--- src/cylinder_window_segment_clipper_core_macros.svh ---
// assertion macros shared by the clipper modules
`ifndef CYLINDER_WINDOW_SEGMENT_CLIPPER_CORE_MACROS_SVH
`define CYLINDER_WINDOW_SEGMENT_CLIPPER_CORE_MACROS_SVH

// same-cycle implication
`define CWSC_ASSERT_IMP(label, clk, rst, ante, cons, msg) \
  label: assert property (@(posedge clk) disable iff (rst) (ante) |-> (cons)) \
    else $error(msg);

// next-cycle implication
`define CWSC_ASSERT_NEXT(label, clk, rst, ante, cons, msg) \
  label: assert property (@(posedge clk) disable iff (rst) (ante) |=> (cons)) \
    else $error(msg);

`endif

--- src/cwsc_pkg.sv ---
// types and constants shared by the segment clipper modules
package cwsc_pkg;

  localparam int CFG_INDEX_W = 3;
  localparam int CFG_DATA_W  = 32;
  localparam int NUM_EDGES   = 4;
  localparam int NUM_COORDS  = 4;
  localparam int T_FRAC      = 16;
  localparam int T_W         = T_FRAC + 2;

  localparam logic [T_W-1:0] T_ONE = T_W'(1 << T_FRAC);
  localparam logic [T_W-1:0] T_SAT = T_W'((1 << T_FRAC) + 1);

  typedef enum logic [CFG_INDEX_W-1:0] {
    REG_RPHI_LOW,
    REG_RPHI_HIGH,
    REG_HALF_LENGTH_Z,
    REG_RPHI_MIDDLE,
    REG_PI_TIMES_RADIUS,
    REG_FULL_CIRCLE,
    REG_BOUNDS_ARE_CYLINDER
  } reg_index_t;

  typedef enum logic [1:0] {
    STATUS_OK,
    STATUS_OUTSIDE,
    STATUS_NOT_CYL
  } status_t;

  typedef struct packed {
    logic [31:0] rphi_low;
    logic [31:0] rphi_high;
    logic [30:0] half_length_z;
    logic [31:0] rphi_middle;
    logic [29:0] pi_times_radius;
    logic        full_circle;
    logic        bounds_are_cylinder;
  } cfg_t;

  typedef struct packed {
    logic entry;
    logic leave;
    logic bad;
    logic over;
    logic equal;
  } edge_ctl_t;

  typedef struct packed {
    logic                           not_cyl;
    edge_ctl_t [NUM_EDGES-1:0]      edges;
  } item_ctl_t;

endpackage

--- src/cwsc_cfg_regs.sv ---
// configuration register file of the segment clipper
module cwsc_cfg_regs (
  input  logic                                clk,
  input  logic                                rst,
  input  logic                                cfg_valid,
  output logic                                cfg_ready,
  input  logic [cwsc_pkg::CFG_INDEX_W-1:0]    cfg_index,
  input  logic [cwsc_pkg::CFG_DATA_W-1:0]     cfg_data,
  output cwsc_pkg::cfg_t                      cfg
);
  import cwsc_pkg::*;

  assign cfg_ready = 1'b1;

  always_ff @(posedge clk) begin
    if (rst) begin
      cfg <= '{bounds_are_cylinder: 1'b1, default: '0};
    end else if (cfg_valid && cfg_ready) begin
      case (reg_index_t'(cfg_index))
        REG_RPHI_LOW:            cfg.rphi_low <= cfg_data;
        REG_RPHI_HIGH:           cfg.rphi_high <= cfg_data;
        REG_HALF_LENGTH_Z:       cfg.half_length_z <= cfg_data[30:0];
        REG_RPHI_MIDDLE:         cfg.rphi_middle <= cfg_data;
        REG_PI_TIMES_RADIUS:     cfg.pi_times_radius <= cfg_data[29:0];
        REG_FULL_CIRCLE:         cfg.full_circle <= cfg_data[0];
        REG_BOUNDS_ARE_CYLINDER: cfg.bounds_are_cylinder <= cfg_data[0];
        default: ;
      endcase
    end
  end

endmodule

--- config.mk ---
export PLATFORM = sky130hd
export DESIGN_NAME = cwsc_cfg_regs
export DESIGN_NICKNAME = d
export VERILOG_FILES = /design/src/cylinder_window_segment_clipper_core_macros.svh /design/src/cwsc_pkg.sv /design/src/cwsc_cfg_regs.sv
export SDC_FILE = /design/constraint.sdc
export NUM_CORES = 1
export LEC_CHECK = 0
export ABC_CLOCK_PERIOD_IN_PS = 3200
export BUFFER_PORTS_ARGS = -buffer_cell sky130_fd_sc_hd__buf_4
export CAP_MARGIN = 40
export CELL_PAD_IN_SITES_DETAIL_PLACEMENT = 1
export CELL_PAD_IN_SITES_GLOBAL_PLACEMENT = 1
export CORE_UTILIZATION = 42
export CTS_BUF_LIST = sky130_fd_sc_hd__clkbuf_16
export DETAILED_ROUTE_END_ITERATION = 8
export PLACE_DENSITY = 0.91
export SLEW_MARGIN = 20
export SYNTH_ARGS = -nofsm -noshare
export SYNTH_HDL_FRONTEND = slang
export SYNTH_SLANG_ARGS = --single-unit
--- constraint.sdc ---
create_clock -name clk -period 3.2 [get_ports clk]
set_clock_uncertainty 0.05 [all_clocks]
set_input_delay 0.8 -clock clk [delete_from_list [all_inputs] [get_ports clk]]
set_output_delay 0.8 -clock clk [all_outputs]
set_load 0.02 [all_outputs]
==> results.sh <==
export IMPL_outcome="finished clean"
export IMPL_end_kind="flop"
export IMPL_largest_register_ffs=159
export IMPL_crit_fanout=16
export IMPL_synth_top_area_share=0.5065
export IMPL_post_cts_buffers=0
export IMPL_final_cell_mix="buf_4, nand2b_1, mux2i_1, dfxtp_1, clkbuf_16"
export IMPL_boundaryPins=198
export IMPL_power_internal_mw=3.327
export IMPL_crit_top_cell="buf_4"
export IMPL_cts_root_buf="clkbuf_16"
export IMPL_grtUsageMet2=0.4105
export IMPL_p_seq_frac=0.472
export IMPL_rsz0062_at_grt="no"
export IMPL_r2r_setup_slack_ns=2.45
export IMPL_irDropWorstVdd_uv=378.6
export IMPL_cts_repair_resized=0
export IMPL_worstSkewPairLatency_ns=0.42
export IMPL_power_density_nw_per_um2=512.9
export IMPL_wl_per_cell_um=19.32
export IMPL_final_area_um2=8481
export IMPL_die_w_um=124.3
export IMPL_required_ns=3.44
export IMPL_ys_types=14
export IMPL_syn_area_um2=6285
export IMPL_cpPeakStageDelay_ns=0.53
export IMPL_comb_power_share=0.086
export IMPL_firstDrtPassIters=4
export IMPL_clockBufferDepth=2
export IMPL_drcViolationCount=0
export IMPL_rr_endpoint="cfg[16]"
export IMPL_coreArea_um2=14590
export IMPL_antenna_found_initial=1
export IMPL_cap_violations=0
export IMPL_critPathLaunch="cfg_index[2]"
export IMPL_overflow=0
export IMPL_critical_path_slowest_cell="nand4bb_4"
export IMPL_io_buffers=196
export IMPL_area_delta_synth_final_pct=34.94
export IMPL_dpl_cell_area_um2=7895
export IMPL_cp_num_buf_inv=2
export IMPL_fin_crit_sh=0.5736
export IMPL_utilization=0.5813
export IMPL_drt_iter0_drc=169
export IMPL_slew_headroom=0.6611
export IMPL_cp_cell_sequence="buf_4 > nand4bb_4 > buf_4 > mux2i_1"
export IMPL_ys_seq_area_frac=0.5065
export IMPL_clkSinkCount=159
export IMPL_cts_buffers=17
export IMPL_drive_gt1_frac=0.3131
export IMPL_setup_tns_ns=0
export IMPL_clkPwrFrac=0.442
export IMPL_switching_share=0.2351
export IMPL_cts_tree="built"
export IMPL_maxSlewViolCount=0
export IMPL_vias=4695
export IMPL_regMostFlops="cfg"
export IMPL_rows=44
export IMPL_synth_cells=564
export IMPL_via_per_inst=4.984
export IMPL_hold_path_depth=2
export IMPL_worst_path_stages=4
export IMPL_crit_arrival_ns=2.08
export IMPL_grt_pass1_wl_um=28370
export IMPL_layout_commonest_cell="buf_4"
export IMPL_dieArea_um2=15460
export IMPL_reg_top3="cfg (159)"
export IMPL_clk_pin_slew_ns=0.06
export IMPL_cp_start_kind="input pin"
export IMPL_reg2reg_from="cfg[16]"
export IMPL_grt_pass1_vias=5170
export IMPL_hpwl_um=12570
export IMPL_finalHoldViolations=0
export IMPL_gp_congestion=0.7685
export IMPL_fillCellCount=1538
export IMPL_wirelength_um=18200
export IMPL_crit_end="cfg[84]"
export IMPL_synth_nets=602
export IMPL_finalCriticalPeriod_ns=1.836
export IMPL_power_leakage_nw=4.264
export IMPL_drtAntennaViolNets=0
export IMPL_crit_family="buffers and inverters"
export IMPL_nNetsFinal=782
export IMPL_grt_use_met1=0.2574
export IMPL_rr_worst_depth=2
export IMPL_ctsHoldBuffers=0
export IMPL_syn_area_per_cell_um2=11.14
export IMPL_yosys_warnings=0
export IMPL_max_slew_worst_pin_slew_ns=0.5083
export IMPL_max_clock_freq_mhz=544.8
export IMPL_die_h_um=124.3
export IMPL_setup_violations=0
export IMPL_grt_max_degree=122
export IMPL_cts_htree_levels=4
export IMPL_yosysTopAreaCell="dfxtp_1"
export IMPL_path_class="in -> reg"
export IMPL_p_sw_mw=1.023
export IMPL_busiest_layer="met2"
export IMPL_hp_class="reg -> reg"
export IMPL_met3_usage=0.08247
export IMPL_start_util=0.4308
export IMPL_synth_top_cells_by_area="dfxtp_1, mux2i_1, nand2b_1"
export IMPL_track_usage=0.2362
export IMPL_synth_seq_cells=159
[worst min path at each step]
| stage | start | to | slack (ns) |
|---|---|---|---|
| after floorplan | cfg[112] | cfg[112] | 0.50 |
| after global placement | cfg[118] | cfg[118] | 0.41 |
| after detailed placement | cfg[117] | cfg[117] | 0.42 |
| after CTS | cfg[134] | cfg[134] | 0.43 |
| after global routing | cfg[139] | cfg[139] | 0.45 |
| final | cfg[139] | cfg[139] | 0.43 |
[synthesized netlist by cell type]
| library cell | n |
|---|---|
| buf_2 | 15 |
| buf_4 | 3 |
| buf_6 | 3 |
| clkbuf_1 | 23 |
| conb_1 | 1 |
| dfxtp_1 | 159 |
| mux2i_1 | 159 |
| nand2b_1 | 190 |
| nand4b_1 | 3 |
| nand4bb_1 | 3 |
| nor2_1 | 2 |
| nor4b_1 | 1 |
| nor4bb_1 | 1 |
| or4b_4 | 1 |
[layout make-up]
type,count,area [µm²],area share
flip-flops and latches,159,3183,0.3753
multi-input cells,361,2938,0.3464
repair buffers,205,1572,0.1853
clock buffers,17,425.4,0.05016
well taps,184,230.2,0.02715
clock inverters,15,130.1,0.01534
diodes,1,2.502,0.0002951
[power by group through the flow]
stage          Sequential (mW)  Clock [mW]  Combinational, mW
5_1_grt                   2.06        2.05              0.398
6_report                  2.05        1.92              0.376
3_3_place_gp              2.09           0              0.363
4_1_cts                   2.05        1.96              0.377
2_1_floorplan             2.14           0              0.166
3_5_place_dp              2.09           0              0.376
[kinds of logic (layout without fill, tap and decap cells)]
| logic type | Yosys count | in the layout | synth area share |
|---|---|---|---|
| multiplexers | 159 | 159 | 0.2532 |
| AND/OR/NAND/NOR | 201 | 201 | 0.2051 |
| other | 1 | 2 | 0.0005967 |
| buffers and inverters | 44 | 237 | 0.03464 |
| flip-flops | 159 | 159 | 0.5065 |
[worst reg2reg max path: cells and delay by family, from the launching register on]
kind,cells,cell delay [ns]
DFF,1,0.37
muxes,1,0.17
and+or+nand+nor,1,0.08
[metrics by stage]
step	hold WS (ns)	std cells	power (mW)	setup slack, ns
after detailed placement	0.4171	908	2.470	0.8605
after global routing	0.4499	941	4.505	1.293
after global placement	0.4098	908	2.455	0.9441
after floorplan	0.4960	564	2.308	1.192
final	0.4261	942	4.350	1.364
after CTS	0.4339	940	4.393	1.282
[per-layer routing]
metal / up-vias / share of wire / wire (µm)
met1: 2282 / 0.40 / 7222
li1: 2213 / - / -
met5: - / 0 / 0
met3: 36 / 0.073 / 1336
met4: 0 / 0.025 / 455
met2: 164 / 0.50 / 9185
Power figures use the tool's default switching activity.
